--- src/hdl/sync_word_frame_parser_assert.svh ---
// ----------------------------------------------------------------------------
// Sync word frame parser assertion macros
// Concurrent checks that compile away when ASSERT_OFF is defined.
// ----------------------------------------------------------------------------
`ifndef SYNC_WORD_FRAME_PARSER_ASSERT_SVH
`define SYNC_WORD_FRAME_PARSER_ASSERT_SVH

`ifndef ASSERT_OFF
// Property must hold at every clock edge outside reset.
`define SWFP_ASSERT(label, clk, rst_n, prop) \
    label: assert property (@(posedge clk) disable iff (!rst_n) prop) \
        else $error("swfp assertion failed");
// Condition must never be true outside reset.
`define SWFP_NEVER(label, clk, rst_n, cond) \
    label: assert property (@(posedge clk) disable iff (!rst_n) !(cond)) \
        else $error("swfp forbidden condition seen");
`else
`define SWFP_ASSERT(label, clk, rst_n, prop)
`define SWFP_NEVER(label, clk, rst_n, cond)
`endif

`endif

--- src/hdl/swfp_pkg.sv ---
// ----------------------------------------------------------------------------
// swfp_pkg
// Shared types and constants of the sync word frame parser.
// ----------------------------------------------------------------------------
`timescale 1ns / 1ps

package swfp_pkg;

    localparam int RESULT_CAP = 64;
    localparam int LEN_W      = 7;
    localparam int IDX_W      = 6;
    localparam int CFG_IDX_W  = 3;
    localparam int QDEPTH     = 2;

    // report kinds
    localparam logic [1:0] KIND_CONTROL = 2'd0;
    localparam logic [1:0] KIND_INIT    = 2'd1;
    localparam logic [1:0] KIND_REPEAT  = 2'd2;
    localparam logic [1:0] KIND_EXPIRY  = 2'd3;

    // message type bytes
    localparam logic [7:0] TYPE_CONTROL = 8'h01;
    localparam logic [7:0] TYPE_INIT    = 8'h02;

    // request types
    localparam logic REQ_BYTE = 1'b0;
    localparam logic REQ_TICK = 1'b1;

    // register indexes
    localparam logic [CFG_IDX_W-1:0] CFG_HEADER     = 3'd0;
    localparam logic [CFG_IDX_W-1:0] CFG_CONTROL    = 3'd1;
    localparam logic [CFG_IDX_W-1:0] CFG_INIT       = 3'd2;
    localparam logic [CFG_IDX_W-1:0] CFG_TIMEOUT    = 3'd3;
    localparam logic [CFG_IDX_W-1:0] CFG_DISCONNECT = 3'd4;

    // register reset values ("STAR")
    localparam logic [31:0] RST_HEADER     = 32'h5354_4152;
    localparam logic [6:0]  RST_CONTROL    = 7'd36;
    localparam logic [6:0]  RST_INIT       = 7'd16;
    localparam logic [15:0] RST_TIMEOUT    = 16'd100;
    localparam logic [15:0] RST_DISCONNECT = 16'd1000;

    typedef struct packed {
        logic [31:0] header_word;
        logic [6:0]  control_len;
        logic [6:0]  init_len;
        logic [15:0] frame_timeout_ticks;
        logic [15:0] disconnect_ticks;
    } cfg_t;

    // one entry of the front-to-back queue
    typedef struct packed {
        logic [1:0]       kind;
        logic [LEN_W-1:0] len;
    } cmd_t;

    typedef struct packed {
        logic push;
        cmd_t cmd;
    } q_wr_t;

endpackage

--- src/hdl/swfp_in_if.sv ---
// ----------------------------------------------------------------------------
// swfp_in_if
// Input channel: received bytes and millisecond ticks.
// ----------------------------------------------------------------------------
`timescale 1ns / 1ps

interface swfp_in_if;
    logic       valid;
    logic       ready;
    logic       req_type;
    logic [7:0] rx_byte;

    modport source (output valid, output req_type, output rx_byte, input ready);
    modport sink   (input valid, input req_type, input rx_byte, output ready);
endinterface

--- src/hdl/swfp_out_if.sv ---
// ----------------------------------------------------------------------------
// swfp_out_if
// Result channel: payload bytes and link reports.
// ----------------------------------------------------------------------------
`timescale 1ns / 1ps

interface swfp_out_if;
    logic       valid;
    logic       ready;
    logic [1:0] report_kind;
    logic [7:0] out_byte;
    logic [5:0] byte_index;
    logic       last_flag;

    modport source (output valid, output report_kind, output out_byte,
                    output byte_index, output last_flag, input ready);
    modport sink   (input valid, input report_kind, input out_byte,
                    input byte_index, input last_flag, output ready);
endinterface

--- src/hdl/swfp_cfg_if.sv ---
// ----------------------------------------------------------------------------
// swfp_cfg_if
// Register write channel.
// ----------------------------------------------------------------------------
`timescale 1ns / 1ps

interface swfp_cfg_if;
    logic        valid;
    logic        ready;
    logic [2:0]  reg_index;
    logic [31:0] wdata;

    modport source (output valid, output reg_index, output wdata, input ready);
    modport sink   (input valid, input reg_index, input wdata, output ready);
endinterface

--- src/hdl/sync_word_frame_parser.sv ---
// ----------------------------------------------------------------------------
// sync_word_frame_parser
// Sync word framed packet parser with idle timeout and link watchdog.
// ----------------------------------------------------------------------------
// Bytes and millisecond ticks enter on rx, which takes a transfer whenever the
// front end is not held. Results leave on report: a payload frame of N bytes
// pops its command, then is replayed from the payload store, each byte read
// from the RAM into the output register and held there until report takes it;
// repeated init and watchdog reports skip the store and are sent as one result.
// A two-entry command queue separates the front end from the back end, so
// hunting, type decode and ticks go on while a frame drains. Once the front end
// has entered a payload, every rx transfer, ticks included, waits until the
// drain is done, since the next payload byte would overwrite the store; rx also
// holds while the queue is full. Registers must be written on cfg only while the
// block is idle; the block does not enforce this. Writes act once registered.
// ----------------------------------------------------------------------------
`timescale 1ns / 1ps
`include "sync_word_frame_parser_assert.svh"

module sync_word_frame_parser #(
    parameter int MAX_PAYLOAD = 64
) (
    input  logic       clk,
    input  logic       rst_n,
    swfp_in_if.sink    rx,
    swfp_out_if.source report,
    swfp_cfg_if.sink   cfg
);

    localparam int LEN_CAP = (MAX_PAYLOAD < swfp_pkg::RESULT_CAP) ?
                             MAX_PAYLOAD : swfp_pkg::RESULT_CAP;
    localparam int AW      = $clog2(LEN_CAP);

    // Register file
    swfp_pkg::cfg_t cfg_reg, cfg_next;

    // Front end to queue and store
    swfp_pkg::q_wr_t q_wr;
    swfp_pkg::cmd_t  q_head;
    logic            q_full;
    logic            q_empty;
    logic            q_pop;
    logic            back_active;
    logic            back_busy;

    logic            ram_wr_en;
    logic [AW-1:0]   ram_wr_addr;
    logic [7:0]      ram_wr_data;
    logic            ram_rd_en;
    logic [AW-1:0]   ram_rd_addr;
    logic [7:0]      ram_rd_data;

    // Register writes are always taken; unknown indexes drop the transfer.
    assign cfg.ready = 1'b1;

    always_comb
    begin
        cfg_next = cfg_reg;
        if (cfg.valid)
        begin
            unique case (cfg.reg_index)
                swfp_pkg::CFG_HEADER:     cfg_next.header_word         = cfg.wdata;
                swfp_pkg::CFG_CONTROL:    cfg_next.control_len         = cfg.wdata[6:0];
                swfp_pkg::CFG_INIT:       cfg_next.init_len            = cfg.wdata[6:0];
                swfp_pkg::CFG_TIMEOUT:    cfg_next.frame_timeout_ticks = cfg.wdata[15:0];
                swfp_pkg::CFG_DISCONNECT: cfg_next.disconnect_ticks    = cfg.wdata[15:0];
                default:                  cfg_next = cfg_reg;
            endcase
        end
    end

    always_ff @(posedge clk or negedge rst_n)
    begin
        if (!rst_n)
        begin
            cfg_reg.header_word         <= swfp_pkg::RST_HEADER;
            cfg_reg.control_len         <= swfp_pkg::RST_CONTROL;
            cfg_reg.init_len            <= swfp_pkg::RST_INIT;
            cfg_reg.frame_timeout_ticks <= swfp_pkg::RST_TIMEOUT;
            cfg_reg.disconnect_ticks    <= swfp_pkg::RST_DISCONNECT;
        end
        else
        begin
            cfg_reg <= cfg_next;
        end
    end

    // The store is busy from the moment a command is queued until its last
    // result transfers.
    assign back_busy = !q_empty || back_active;

    swfp_front #(
        .MAX_PAYLOAD (MAX_PAYLOAD)
    ) u_front (
        .clk       (clk),
        .rst_n     (rst_n),
        .rx        (rx),
        .cfg       (cfg_reg),
        .q_full    (q_full),
        .back_busy (back_busy),
        .q_wr      (q_wr),
        .wr_en     (ram_wr_en),
        .wr_addr   (ram_wr_addr),
        .wr_data   (ram_wr_data)
    );

    swfp_ram #(
        .WIDTH (8),
        .DEPTH (LEN_CAP)
    ) u_store (
        .clk     (clk),
        .wr_en   (ram_wr_en),
        .wr_addr (ram_wr_addr),
        .wr_data (ram_wr_data),
        .rd_en   (ram_rd_en),
        .rd_addr (ram_rd_addr),
        .rd_data (ram_rd_data)
    );

    swfp_cmd_fifo u_queue (
        .clk   (clk),
        .rst_n (rst_n),
        .wr    (q_wr),
        .pop   (q_pop),
        .head  (q_head),
        .full  (q_full),
        .empty (q_empty)
    );

    swfp_back #(
        .MAX_PAYLOAD (MAX_PAYLOAD)
    ) u_back (
        .clk     (clk),
        .rst_n   (rst_n),
        .head    (q_head),
        .q_empty (q_empty),
        .pop     (q_pop),
        .rd_en   (ram_rd_en),
        .rd_addr (ram_rd_addr),
        .rd_data (ram_rd_data),
        .active  (back_active),
        .report  (report)
    );

    `SWFP_NEVER(a_no_queue_overflow, clk, rst_n, q_wr.push && q_full && !q_pop)
    `SWFP_NEVER(a_no_store_overwrite, clk, rst_n, ram_wr_en && back_busy)
    `SWFP_ASSERT(a_pop_has_entry, clk, rst_n, q_pop |-> !q_empty)

endmodule

--- src/hdl/swfp_ram.sv ---
// ----------------------------------------------------------------------------
// swfp_ram
// Generic single-write, single-read RAM with registered read data.
// ----------------------------------------------------------------------------
`timescale 1ns / 1ps

module swfp_ram #(
    parameter int WIDTH = 8,
    parameter int DEPTH = 64
) (
    input  logic                     clk,
    input  logic                     wr_en,
    input  logic [$clog2(DEPTH)-1:0] wr_addr,
    input  logic [WIDTH-1:0]         wr_data,
    input  logic                     rd_en,
    input  logic [$clog2(DEPTH)-1:0] rd_addr,
    output logic [WIDTH-1:0]         rd_data
);

    logic [WIDTH-1:0] mem_reg [DEPTH];
    logic [WIDTH-1:0] rd_data_reg;

    always_ff @(posedge clk)
    begin
        if (wr_en)
        begin
            mem_reg[wr_addr] <= wr_data;
        end
        if (rd_en)
        begin
            rd_data_reg <= mem_reg[rd_addr];
        end
    end

    assign rd_data = rd_data_reg;

endmodule

--- src/hdl/swfp_cmd_fifo.sv ---
// ----------------------------------------------------------------------------
// swfp_cmd_fifo
// Short command queue between the parser front end and the report back end.
// ----------------------------------------------------------------------------
`timescale 1ns / 1ps

module swfp_cmd_fifo (
    input  logic                clk,
    input  logic                rst_n,
    input  swfp_pkg::q_wr_t     wr,
    input  logic                pop,
    output swfp_pkg::cmd_t      head,
    output logic                full,
    output logic                empty
);

    localparam int PW = $clog2(swfp_pkg::QDEPTH);
    localparam int CW = $clog2(swfp_pkg::QDEPTH + 1);

    swfp_pkg::cmd_t entry_reg [swfp_pkg::QDEPTH];
    logic [PW-1:0]  wptr_reg, wptr_next;
    logic [PW-1:0]  rptr_reg, rptr_next;
    logic [CW-1:0]  cnt_reg, cnt_next;

    assign full  = (cnt_reg == CW'(swfp_pkg::QDEPTH));
    assign empty = (cnt_reg == '0);
    assign head  = entry_reg[rptr_reg];

    always_comb
    begin
        wptr_next = wptr_reg;
        rptr_next = rptr_reg;
        cnt_next  = cnt_reg;
        if (wr.push)
        begin
            wptr_next = (wptr_reg == PW'(swfp_pkg::QDEPTH - 1)) ? '0 : wptr_reg + 1'b1;
        end
        if (pop)
        begin
            rptr_next = (rptr_reg == PW'(swfp_pkg::QDEPTH - 1)) ? '0 : rptr_reg + 1'b1;
        end
        if (wr.push && !pop)
        begin
            cnt_next = cnt_reg + 1'b1;
        end
        else if (pop && !wr.push)
        begin
            cnt_next = cnt_reg - 1'b1;
        end
    end

    always_ff @(posedge clk or negedge rst_n)
    begin
        if (!rst_n)
        begin
            wptr_reg <= '0;
            rptr_reg <= '0;
            cnt_reg  <= '0;
        end
        else
        begin
            wptr_reg <= wptr_next;
            rptr_reg <= rptr_next;
            cnt_reg  <= cnt_next;
        end
    end

    always_ff @(posedge clk)
    begin
        if (wr.push)
        begin
            entry_reg[wptr_reg] <= wr.cmd;
        end
    end

endmodule

--- src/hdl/swfp_front.sv ---
// ----------------------------------------------------------------------------
// swfp_front
// Parser front end: sync hunt, type decode, payload store, idle tick timer.
// ----------------------------------------------------------------------------
`timescale 1ns / 1ps

module swfp_front #(
    parameter int MAX_PAYLOAD = 64
) (
    input  logic                               clk,
    input  logic                               rst_n,
    swfp_in_if.sink                            rx,
    input  swfp_pkg::cfg_t                     cfg,
    input  logic                               q_full,
    input  logic                               back_busy,
    output swfp_pkg::q_wr_t                    q_wr,
    output logic                               wr_en,
    output logic [$clog2((MAX_PAYLOAD < swfp_pkg::RESULT_CAP) ?
                         MAX_PAYLOAD : swfp_pkg::RESULT_CAP)-1:0] wr_addr,
    output logic [7:0]                         wr_data
);

    localparam int LEN_CAP = (MAX_PAYLOAD < swfp_pkg::RESULT_CAP) ?
                             MAX_PAYLOAD : swfp_pkg::RESULT_CAP;
    localparam int AW      = $clog2(LEN_CAP);
    localparam logic [swfp_pkg::LEN_W-1:0] CAP_V = swfp_pkg::LEN_W'(LEN_CAP);
    localparam logic [2:0]  SYNC_FULL = 3'd4;
    localparam logic [15:0] IDLE_MAX  = 16'hFFFF;

    typedef enum logic [2:0] {
        PH_HUNT    = 3'b001,
        PH_TYPE    = 3'b010,
        PH_PAYLOAD = 3'b100
    } phase_t;

    phase_t                     phase_reg, phase_next;
    logic [31:0]                win_reg, win_next;
    logic [2:0]                 sync_reg, sync_next;
    logic                       init_reg, init_next;
    logic [swfp_pkg::LEN_W-1:0] cnt_reg, cnt_next;
    logic [15:0]                idle_reg, idle_next;
    logic                       link_reg, link_next;

    logic                       accept;
    logic [swfp_pkg::LEN_W-1:0] len_sel;
    logic [swfp_pkg::LEN_W-1:0] eff_len;
    logic [swfp_pkg::LEN_W-1:0] cnt_inc;
    logic [15:0]                idle_inc;
    logic [2:0]                 sync_inc;
    logic [31:0]                win_shift;

    // stall all transfers while the queue is full, and in the payload phase while the back end may still read the store
    assign rx.ready = !q_full && !((phase_reg == PH_PAYLOAD) && back_busy);
    assign accept   = rx.valid && rx.ready;

    always_comb
    begin
        len_sel = init_reg ? cfg.init_len : cfg.control_len;
        if (len_sel == '0)
        begin
            eff_len = swfp_pkg::LEN_W'(1);
        end
        else if (len_sel > CAP_V)
        begin
            eff_len = CAP_V;
        end
        else
        begin
            eff_len = len_sel;
        end
    end

    assign cnt_inc   = cnt_reg + 1'b1;
    assign idle_inc  = (idle_reg == IDLE_MAX) ? idle_reg : idle_reg + 16'd1;
    assign sync_inc  = (sync_reg == SYNC_FULL) ? sync_reg : sync_reg + 3'd1;
    assign win_shift = {win_reg[23:0], rx.rx_byte};

    assign wr_addr = cnt_reg[AW-1:0];
    assign wr_data = rx.rx_byte;

    always_comb
    begin
        phase_next = phase_reg;
        win_next   = win_reg;
        sync_next  = sync_reg;
        init_next  = init_reg;
        cnt_next   = cnt_reg;
        idle_next  = idle_reg;
        link_next  = link_reg;
        q_wr       = '0;
        wr_en      = 1'b0;

        if (accept && (rx.req_type == swfp_pkg::REQ_TICK))
        begin
            idle_next = idle_inc;
            if (idle_inc > cfg.frame_timeout_ticks)
            begin
                phase_next = PH_HUNT;
                sync_next  = '0;
                cnt_next   = '0;
            end
            if (link_reg && (idle_inc > cfg.disconnect_ticks))
            begin
                phase_next  = PH_HUNT;
                win_next    = '0;
                sync_next   = '0;
                init_next   = 1'b0;
                cnt_next    = '0;
                idle_next   = '0;
                link_next   = 1'b0;
                q_wr.push     = 1'b1;
                q_wr.cmd.kind = swfp_pkg::KIND_EXPIRY;
                q_wr.cmd.len  = swfp_pkg::LEN_W'(1);
            end
        end
        else if (accept)
        begin
            idle_next = '0;
            unique case (phase_reg)
                PH_TYPE:
                begin
                    if ((rx.rx_byte == swfp_pkg::TYPE_CONTROL) ||
                        (rx.rx_byte == swfp_pkg::TYPE_INIT))
                    begin
                        init_next  = (rx.rx_byte == swfp_pkg::TYPE_INIT);
                        cnt_next   = '0;
                        phase_next = PH_PAYLOAD;
                    end
                    else
                    begin
                        phase_next = PH_HUNT;
                        sync_next  = '0;
                    end
                end
                PH_PAYLOAD:
                begin
                    wr_en = 1'b1;
                    if (cnt_inc >= eff_len)
                    begin
                        phase_next = PH_HUNT;
                        sync_next  = '0;
                        cnt_next   = '0;
                        q_wr.push  = 1'b1;
                        if (init_reg && link_reg)
                        begin
                            // repeated init: full restart
                            win_next      = '0;
                            init_next     = 1'b0;
                            link_next     = 1'b0;
                            q_wr.cmd.kind = swfp_pkg::KIND_REPEAT;
                            q_wr.cmd.len  = swfp_pkg::LEN_W'(1);
                        end
                        else
                        begin
                            link_next     = link_reg | init_reg;
                            q_wr.cmd.kind = init_reg ? swfp_pkg::KIND_INIT
                                                     : swfp_pkg::KIND_CONTROL;
                            q_wr.cmd.len  = cnt_inc;
                        end
                    end
                    else
                    begin
                        cnt_next = cnt_inc;
                    end
                end
                default:
                begin
                    phase_next = PH_HUNT;
                    win_next   = win_shift;
                    sync_next  = sync_inc;
                    if ((sync_inc == SYNC_FULL) && (win_shift == cfg.header_word))
                    begin
                        phase_next = PH_TYPE;
                    end
                end
            endcase
        end
    end

    always_ff @(posedge clk or negedge rst_n)
    begin
        if (!rst_n)
        begin
            phase_reg <= PH_HUNT;
            win_reg   <= '0;
            sync_reg  <= '0;
            init_reg  <= 1'b0;
            cnt_reg   <= '0;
            idle_reg  <= '0;
            link_reg  <= 1'b0;
        end
        else
        begin
            phase_reg <= phase_next;
            win_reg   <= win_next;
            sync_reg  <= sync_next;
            init_reg  <= init_next;
            cnt_reg   <= cnt_next;
            idle_reg  <= idle_next;
            link_reg  <= link_next;
        end
    end

endmodule

--- src/hdl/swfp_back.sv ---
// ----------------------------------------------------------------------------
// swfp_back
// Report back end: drains queued commands, reads the payload store, drives results.
// ----------------------------------------------------------------------------
`timescale 1ns / 1ps
`include "sync_word_frame_parser_assert.svh"

module swfp_back #(
    parameter int MAX_PAYLOAD = 64
) (
    input  logic                               clk,
    input  logic                               rst_n,
    input  swfp_pkg::cmd_t                     head,
    input  logic                               q_empty,
    output logic                               pop,
    output logic                               rd_en,
    output logic [$clog2((MAX_PAYLOAD < swfp_pkg::RESULT_CAP) ?
                         MAX_PAYLOAD : swfp_pkg::RESULT_CAP)-1:0] rd_addr,
    input  logic [7:0]                         rd_data,
    output logic                               active,
    swfp_out_if.source                         report
);

    localparam int LEN_CAP = (MAX_PAYLOAD < swfp_pkg::RESULT_CAP) ?
                             MAX_PAYLOAD : swfp_pkg::RESULT_CAP;
    localparam int AW      = $clog2(LEN_CAP);

    typedef enum logic [2:0] {
        S_IDLE  = 3'b001,
        S_FETCH = 3'b010,
        S_SEND  = 3'b100
    } state_t;

    state_t                     state_reg, state_next;
    logic [swfp_pkg::LEN_W-1:0] len_reg, len_next;
    logic [swfp_pkg::IDX_W-1:0] idx_reg, idx_next;
    logic [1:0]                 kind_reg, kind_next;
    logic [7:0]                 byte_reg, byte_next;
    logic [swfp_pkg::IDX_W-1:0] oidx_reg, oidx_next;
    logic                       last_reg, last_next;

    assign active             = (state_reg != S_IDLE);
    assign report.valid       = (state_reg == S_SEND);
    assign report.report_kind = kind_reg;
    assign report.out_byte    = byte_reg;
    assign report.byte_index  = oidx_reg;
    assign report.last_flag   = last_reg;

    always_comb
    begin
        state_next = state_reg;
        len_next   = len_reg;
        idx_next   = idx_reg;
        kind_next  = kind_reg;
        byte_next  = byte_reg;
        oidx_next  = oidx_reg;
        last_next  = last_reg;
        pop        = 1'b0;
        rd_en      = 1'b0;
        rd_addr    = '0;

        unique case (state_reg)
            S_IDLE:
            begin
                if (!q_empty)
                begin
                    pop       = 1'b1;
                    kind_next = head.kind;
                    len_next  = head.len;
                    idx_next  = '0;
                    if ((head.kind == swfp_pkg::KIND_REPEAT) ||
                        (head.kind == swfp_pkg::KIND_EXPIRY))
                    begin
                        byte_next  = '0;
                        oidx_next  = '0;
                        last_next  = 1'b1;
                        state_next = S_SEND;
                    end
                    else
                    begin
                        rd_en      = 1'b1;
                        state_next = S_FETCH;
                    end
                end
            end
            S_FETCH:
            begin
                byte_next  = rd_data;
                oidx_next  = idx_reg;
                last_next  = (({1'b0, idx_reg} + 7'd1) == len_reg);
                state_next = S_SEND;
            end
            S_SEND:
            begin
                if (report.ready)
                begin
                    if (last_reg)
                    begin
                        state_next = S_IDLE;
                    end
                    else
                    begin
                        // advance to the next stored byte
                        idx_next   = idx_reg + 1'b1;
                        rd_en      = 1'b1;
                        rd_addr    = idx_next[AW-1:0];
                        state_next = S_FETCH;
                    end
                end
            end
            default:
            begin
                state_next = S_IDLE;
            end
        endcase
    end

    always_ff @(posedge clk or negedge rst_n)
    begin
        if (!rst_n)
        begin
            state_reg <= S_IDLE;
        end
        else
        begin
            state_reg <= state_next;
        end
    end

    always_ff @(posedge clk)
    begin
        len_reg  <= len_next;
        idx_reg  <= idx_next;
        kind_reg <= kind_next;
        byte_reg <= byte_next;
        oidx_reg <= oidx_next;
        last_reg <= last_next;
    end

    `SWFP_ASSERT(a_fetch_follows_read, clk, rst_n, (state_reg == S_FETCH) |-> $past(rd_en))
    `SWFP_ASSERT(a_report_fields, clk, rst_n, ((state_reg == S_SEND) && kind_reg[1]) |-> ((byte_reg == 8'd0) && (oidx_reg == '0) && last_reg))
    `SWFP_ASSERT(a_burst_in_range, clk, rst_n, ((state_reg == S_SEND) && !last_reg) |-> (({1'b0, oidx_reg} + 7'd1) < len_reg))

endmodule
--- src/flat_wrapper.sv ---
// flat-port wrapper written by rule: the top's interface ports become plain ports
module sync_word_frame_parser_flat 
#(
    parameter int MAX_PAYLOAD = 64
)
  (clk, rst_n, rx_valid, rx_req_type, rx_rx_byte, rx_ready, report_valid, report_report_kind, report_out_byte, report_byte_index, report_last_flag, report_ready, cfg_valid, cfg_reg_index, cfg_wdata, cfg_ready);
  swfp_in_if rx_i ();
  swfp_out_if report_i ();
  swfp_cfg_if cfg_i ();
  input  logic clk;
  input  logic rst_n;
  input wire logic [$bits(rx_i.valid)-1:0] rx_valid;
  input wire logic [$bits(rx_i.req_type)-1:0] rx_req_type;
  input wire logic [$bits(rx_i.rx_byte)-1:0] rx_rx_byte;
  output wire logic [$bits(rx_i.ready)-1:0] rx_ready;
  output wire logic [$bits(report_i.valid)-1:0] report_valid;
  output wire logic [$bits(report_i.report_kind)-1:0] report_report_kind;
  output wire logic [$bits(report_i.out_byte)-1:0] report_out_byte;
  output wire logic [$bits(report_i.byte_index)-1:0] report_byte_index;
  output wire logic [$bits(report_i.last_flag)-1:0] report_last_flag;
  input wire logic [$bits(report_i.ready)-1:0] report_ready;
  input wire logic [$bits(cfg_i.valid)-1:0] cfg_valid;
  input wire logic [$bits(cfg_i.reg_index)-1:0] cfg_reg_index;
  input wire logic [$bits(cfg_i.wdata)-1:0] cfg_wdata;
  output wire logic [$bits(cfg_i.ready)-1:0] cfg_ready;
  assign rx_i.valid = rx_valid;
  assign rx_i.req_type = rx_req_type;
  assign rx_i.rx_byte = rx_rx_byte;
  assign rx_ready = rx_i.ready;
  assign report_valid = report_i.valid;
  assign report_report_kind = report_i.report_kind;
  assign report_out_byte = report_i.out_byte;
  assign report_byte_index = report_i.byte_index;
  assign report_last_flag = report_i.last_flag;
  assign report_i.ready = report_ready;
  assign cfg_i.valid = cfg_valid;
  assign cfg_i.reg_index = cfg_reg_index;
  assign cfg_i.wdata = cfg_wdata;
  assign cfg_ready = cfg_i.ready;
  sync_word_frame_parser #(.MAX_PAYLOAD(MAX_PAYLOAD)) u_core (.clk(clk), .rst_n(rst_n), .rx(rx_i), .report(report_i), .cfg(cfg_i));
endmodule
--- config.mk ---
export PLATFORM = sky130hd
export DESIGN_NAME = sync_word_frame_parser_flat
export DESIGN_NICKNAME = d
export VERILOG_FILES = /design/src/hdl/swfp_pkg.sv /design/src/hdl/swfp_in_if.sv /design/src/hdl/swfp_out_if.sv /design/src/hdl/swfp_cfg_if.sv /design/src/hdl/sync_word_frame_parser.sv /design/src/hdl/swfp_ram.sv /design/src/hdl/swfp_cmd_fifo.sv /design/src/hdl/swfp_front.sv /design/src/hdl/swfp_back.sv /design/src/flat_wrapper.sv
export VERILOG_INCLUDE_DIRS = /design/src /design/src/hdl
export SDC_FILE = /design/constraint.sdc
export NUM_CORES = 1
export LEC_CHECK = 0
export BUFFER_PORTS_ARGS = -buffer_cell sky130_fd_sc_hd__buf_4
export CAP_MARGIN = 0
export CORE_UTILIZATION = 55
export CTS_BUF_LIST = sky130_fd_sc_hd__clkbuf_2
export CTS_CLUSTER_SIZE = 8
export DETAILED_ROUTE_END_ITERATION = 10
export GPL_TIMING_DRIVEN = 0
export PLACE_DENSITY = 0.82
export SYNTH_ARGS = -nofsm -noshare
export SYNTH_HDL_FRONTEND = slang
export SYNTH_HIERARCHICAL = 1
export SYNTH_SLANG_ARGS = --single-unit
--- constraint.sdc ---
create_clock -name clk -period 5.9 [get_ports clk]
set_clock_uncertainty 0.05 [all_clocks]
set_input_delay 0.295 -clock clk [delete_from_list [all_inputs] [get_ports clk]]
set_output_delay 0.295 -clock clk [all_outputs]
set_load 0.02 [all_outputs]
==> results of run 1 <==
final cells by class:
cell class / instances / area (µm²) / share of cell area [%]
Tap cell: 696 / 870.8 / 2.528
Timing Repair Buffer: 199 / 1858 / 5.394
Clock buffer: 252 / 1261 / 3.661
Antenna cell: 1 / 2.502 / 0.007265
Buffer: 92 / 599.3 / 1.740
Clock inverter: 55 / 262.8 / 0.7628
Multi-Input combinational cell: 968 / 8800 / 25.55
Inverter: 53 / 198.9 / 0.5776
Sequential cell: 708 / 20590 / 59.78
per-stage QoR:
stage,setup WS [ps],instances
global route,0.2189,3024
CTS,327.7,3022
global placement,472.9,2584
detailed placement,348.6,2586
finish,275.9,3024
floorplan,1364,1821
cell families (layout without fill, tap and decap cells):
kind of cell | after synthesis | after routing | synth area share (%)
AO/OA/AOI/OAI | 183 | 183 | 4.139
XOR/XNOR | 69 | 69 | 2.028
adder cells (fa/ha/maj) | 45 | 45 | 1.866
buffers and inverters | 145 | 651 | 2.646
flip-flops | 708 | 708 | 68.26
multiplexers | 259 | 259 | 14.40
other | 1 | 2 | 0.01243
AND/OR/NAND/NOR | 411 | 411 | 6.648
what timing repair did:
| action | CTS | global route |
|---|---|---|
| resized for setup | 0 | 1 |
| endpoints found under the hold margin | 890 | 0 |
| buffers inserted | 0 | 1 |
| hold buffers | 129 | 0 |
| endpoints found under the setup margin | 0 | 16 |
worst paths after layout:
path	startpoint	to	slack, ps	cells past startpoint
setup / recovery	u_core/u_front/idle_reg[1]	u_core/u_front/win_reg[6]	280	21
hold / removal	rx_rx_byte[5]	u_core/u_store/mem_reg[37][5]	140	3
setup reg to reg	u_core/u_front/idle_reg[1]	u_core/u_front/win_reg[6]	280	21
hold reg to reg	u_core/u_queue/cnt_reg[1]	u_core/u_queue/cnt_reg[1]	450	1
max in group asynchronous	rst_n	u_core/cfg_reg[44]	4460	6
min in group asynchronous	rst_n	u_core/u_front/win_reg[16]	490	5
worst min-delay path: cells and delay by family:
kind / cells / cell delay [ps]
buffers and inverters: 3 / 1020
cells in the final DEF, fill, tap and decap left out, drive strengths merged, types with 14 or more instances in the layout:
cell type    Yosys  layout
edfxtp         568     568
inv             53      58
nor3            21      21
and2            18      18
a22o            15      15
nand4           14      14
nor2           125     125
nand3           33      33
xor2            45      45
clkinv           0      47
mux2i           23      23
dfrtp          114     114
dfstp           26      26
dlygate4sd3      0     128
nor2b           21      21
clkbuf          29     281
nand2          111     111
buf             63     134
nand2b          19      19
mux2           110     110
xnor2           24      24
ha              45      45
nor4            15      15
a21oi           36      36
o21ai           55      55
mux4           126     126
power by group through the flow:
stage          sequential (µW)  clock (µW)  combinational, µW
2_1_floorplan             6140           0                974
3_3_place_gp              6160           0               1360
3_5_place_dp              6180           0               1430
4_1_cts                   6070        3200               1570
5_1_grt                   6120        3450               1750
6_report                  6080        3140               1610
routing by layer:
metal | share of wire [%] | global-route usage (%) | vias to the layer above | routed length (µm)
met4 | 3.5 | 12.18 | 0 | 2552
met5 | 0 | 0 | - | 0
met3 | 8.9 | 6.659 | 179 | 6478
li1 | - | - | 7892 | -
met2 | 50 | 43.16 | 1041 | 36160
met1 | 38 | 34.50 | 9220 | 27710
==> results.cfg, run 1 <==
[synthesis]
netlist_top_cells_area = edfxtp_1 57%, dfrtp_1 9.5%, mux4_2 9.4%
ys.flop_type = edfxtp_1
synth_area_per_cell_um2 = 16.57
yosysMostFrequentCell = edfxtp_1
ys_seq_elements = 708
synth_warnings = 6
ys_seq_area_share_pct = 68.26
synth.distinct_cells = 79
synth-edff-count = 568
synth_common_cells = 568 x edfxtp_1, 126 x mux4_2, 125 x nor2_1
yosysTopAreaCellShare_pct = 56.54
syn_inst = 1821
syn_nets = 1915
postSynth.asyncResetShare_pct = 19.77
yosysTopAreaCell = edfxtp_1
syn_area_um2 = 30170

[pwr]
vdd_ir_drop_max_uv = 198.3
power.total_uw = 10830
p_sw_uw = 3103
comb_power_share_pct = 14.8
seq_power_share_pct = 56.2
swShare_pct = 28.66
power.leakage_uw = 0.01236
clock_power_share_pct = 29.0
intPower_uw = 7724
powerDensity_nw_per_um2 = 314.3

[route]
drt_iter0_drc = 2070
post_drt_wl_per_cell_um = 24.11
vias = 18332
finalWirelength_um = 72910
drt_pre_antenna_iters = 6
antenna_left = 0
via_per_inst = 6.062
drc = 0

[min_path]
hold_path.class = in2reg

[setup_path]
slowest_delay_ps = 590
path_max_fanout = 10
cp_slowest_cell = dlygate4sd3_1
setup.worst_path.end_class = flip-flop
crit_arrival_ps = 6840
setup.worst_path.class = reg2reg
required_ps = 7110
start_kind = flip-flop
crit_buf_inv = 4
path_delay_family = simple AND/OR/NAND/NOR gates
path_cells = ha_1, and4_1, and2_1, nand2_1, and3_1, clkbuf_1, and3_1, nand3_1, xnor2_1, ha_1, nand4_2, nor4_2, o21ai_1, a211o_1, a211oi_4, o211ai_1, buf_2, buf_2, nand2_1, o21ai_0, dlygate4sd3_1

[placement]
dp_hpwl_um = 46480
port_buffers = 67
gp_congestion = 0.9385
postPlaceCellArea_um2 = 31580

[sta]
period_share_pct = 95.32
fmax_mhz = 177.8
setup_violations = 0
holdWs_ps = 135.9
fin_setup_tns_ps = 0
fin_crit_ps = 5624
rsz0062_at_grt = no
worst_pin_slew_ps = 1352
hold_viol = 0
slew_violations = 0
slew_headroom_pct = 9.173

[global_routing]
antenna_found_initial = 1
grt_max_degree = 72
grt_pass1_vias = 18739
grt_pass1_wl_um = 110700
overflow = 0
grt_usage_pct = 26.77

[die]
fp.dieW_um = 236.2
core_area_um2 = 54030
dieArea_um2 = 55790
fp-row-count = 85
die_h_um = 236.2
start_util_pct = 55.84
ios = 69

[clock_network]
tritoncts = built
clk_pin_slew_worst_paths_ps = 120
clock_latency_ps = 1340
cts_sinks = 708
htreeDepth = 4
cts-root-buf = clkbuf_2
clk_path_buf_depth = 3
numCtsBuffers = 169

[layout]
finalNetCount = 2285
final_area_um2 = 34450
syn2layout_area_growth_pct = 14.18
largest_reg_flops = 512
fillers = 3780
drive_above_1_share_pct = 29.22
finalCoreUtilization_pct = 63.76

[run_status]
outcome = completed

[flow_run]
cap_violations = 0
(Power assumes the default switching activity.)
==> inputs of run 2 (changes only) <==
--- a/config.mk
+++ b/config.mk
@@ -6,12 +6,13 @@
 export SDC_FILE = /design/constraint.sdc
 export NUM_CORES = 1
 export LEC_CHECK = 0
-export BUFFER_PORTS_ARGS = -buffer_cell sky130_fd_sc_hd__buf_4
+export BUFFER_PORTS_ARGS = -buffer_cell sky130_fd_sc_hd__clkbuf_2
 export CAP_MARGIN = 0
 export CORE_UTILIZATION = 55
 export CTS_BUF_LIST = sky130_fd_sc_hd__clkbuf_2
 export CTS_CLUSTER_SIZE = 8
 export DETAILED_ROUTE_END_ITERATION = 10
+export GPL_ROUTABILITY_DRIVEN = 1
 export GPL_TIMING_DRIVEN = 0
 export PLACE_DENSITY = 0.82
 export SYNTH_ARGS = -nofsm -noshare
==> run 2 against run 1 <==
Power up 1.5%. Via count grew 1.4%. Critical endpoint unchanged. Largest cell class unchanged. Worst setup slack improved by 47 ps.
==> results.cfg, run 2 (same netlist as run 1, synthesis figures left out) <==
[die]
fp-row-count = 85
fp.dieW_um = 236.2
ios = 69
core_area_um2 = 54030
start_util_pct = 55.84
die_h_um = 236.2
dieArea_um2 = 55790

[setup_path]
path_max_fanout = 10
setup.worst_path.class = reg2reg
path_delay_family = simple AND/OR/NAND/NOR gates
crit_arrival_ps = 6670
start_kind = flip-flop
path_cells = ha_1, and4_1, and2_1, nand2_1, and3_1, and3_1, nand3_1, xnor2_2, ha_1, nand4_2, nor4_4, o21ai_1, a211o_1, a211oi_4, o211ai_1, buf_4, buf_2, buf_2, nand2_1, o21ai_0, dlygate4sd3_1
slowest_delay_ps = 590
setup.worst_path.end_class = flip-flop
cp_slowest_cell = dlygate4sd3_1
required_ps = 7000
crit_buf_inv = 4

[route]
drt_iter0_drc = 2108
post_drt_wl_per_cell_um = 24.30
via_per_inst = 6.125
drt_pre_antenna_iters = 8
finalWirelength_um = 73760
drc = 0
vias = 18589
antenna_left = 0

[sta]
fin_setup_tns_ps = 0
worst_pin_slew_ps = 1324
fmax_mhz = 179.3
slew_headroom_pct = 11.07
period_share_pct = 94.53
slew_violations = 0
setup_violations = 0
fin_crit_ps = 5577
hold_viol = 0
rsz0062_at_grt = no

[global_routing]
grt_pass1_vias = 19042
grt_pass1_wl_um = 112200
grt_usage_pct = 27.12
use_met3_pct = 6.249
grt-busiest-layer = met2
grt_max_degree = 78
antenna_found_initial = 3
grt_util_met1_pct = 34.45
overflow = 0
met2_usage_pct = 44.57

[pwr]
power.leakage_uw = 0.01239
vdd_ir_drop_max_uv = 231.6
powerDensity_nw_per_um2 = 319.3

[layout]
drive_above_1_share_pct = 29.29
finalCoreUtilization_pct = 63.74
largest_reg_flops = 512
syn2layout_area_growth_pct = 14.14
final_common_cell = edfxtp_1
final_cell_mix = 568 x edfxtp_1, 320 x clkbuf_2, 130 x dlygate4sd3_1, 126 x mux4_2, 125 x nor2_1
finalNetCount = 2289

[clock_network]
htreeDepth = 4
clk_path_buf_depth = 3
numCtsBuffers = 171
tritoncts = built
clock_latency_ps = 1380
cts-root-buf = clkbuf_2
clk_pin_slew_worst_paths_ps = 110
cts_sinks = 708

[flow_run]
cap_violations = 0

[min_path]
hold_path.class = in2reg

[placement]
dp_hpwl_um = 46420
gp_congestion = 0.9226
port_buffers = 67

[run_status]
outcome = completed
[run 2: worst paths after layout]
path                                             from                         to  slack, ps  cells after the start
max                        u_core/u_front/idle_reg[1]  u_core/u_front/win_reg[6]        320                     21
min                                       rx_req_type    u_core/u_front/link_reg        130                      5
max reg2reg                u_core/u_front/idle_reg[1]  u_core/u_front/win_reg[6]        320                     21
min reg2reg                   u_core/u_queue/wptr_reg    u_core/u_queue/wptr_reg        450                      1
max in group asynchronous                       rst_n         u_core/cfg_reg[74]       4420                      6
min in group asynchronous                       rst_n    u_core/u_queue/rptr_reg        570                      5
[run 2: cell type report]
type                    count  area, µm²
clock inverters            60      367.9
diodes                      4      10.01
inverters                  53      198.9
plain buffers              91      595.6
well taps                 696      870.8
fillers                  3719      19590
repair buffers            202       1723
flip-flops and latches    708      20590
clock buffers             253       1266
multi-input cells         968       8810
[run 2: report_power, final]
part | switching, µW | internal [µW]
clock | 1960 | 1340
sequential | 270 | 5810
combinational | 915 | 698
[run 2: metrics by stage]
step / instance area (µm²) / hold WS, ps / power, µW / worst slack (ps) / std cells
2_1_floorplan: 30170 / -50.59 / 7113 / 1364 / 1821
3_3_place_gp: 31370 / 419.9 / 7486 / 479.0 / 2584
3_5_place_dp: 31410 / 282.4 / 7579 / 448.6 / 2585
4_1_cts: 34380 / 10.99 / 10990 / 233.4 / 3029
5_1_grt: 34430 / 75.00 / 11510 / 101.5 / 3035
6_report: 34430 / 134.2 / 10990 / 322.8 / 3035
[run 2: per-layer routing]
layer / wire (µm) / up-vias
li1: - / 7901
met1: 27460 / 9257
met2: 36380 / 1212
met3: 7088 / 217
met4: 2813 / 2
met5: 20 / -
[run 2: tightest hold or removal path, cell delays in order]
cell	delay (ps)
dlygate4sd3_1	550
clkbuf_2	140
inv_1	90
nor2_1	110
o32ai_1	270
[run 2: timing repair]
item                                    CTS  global route
resized for setup                         0             3
endpoints found under the setup margin    0             7
hold endpoints to repair                896             0
hold buffers                            131             0
buffers inserted                          0             3
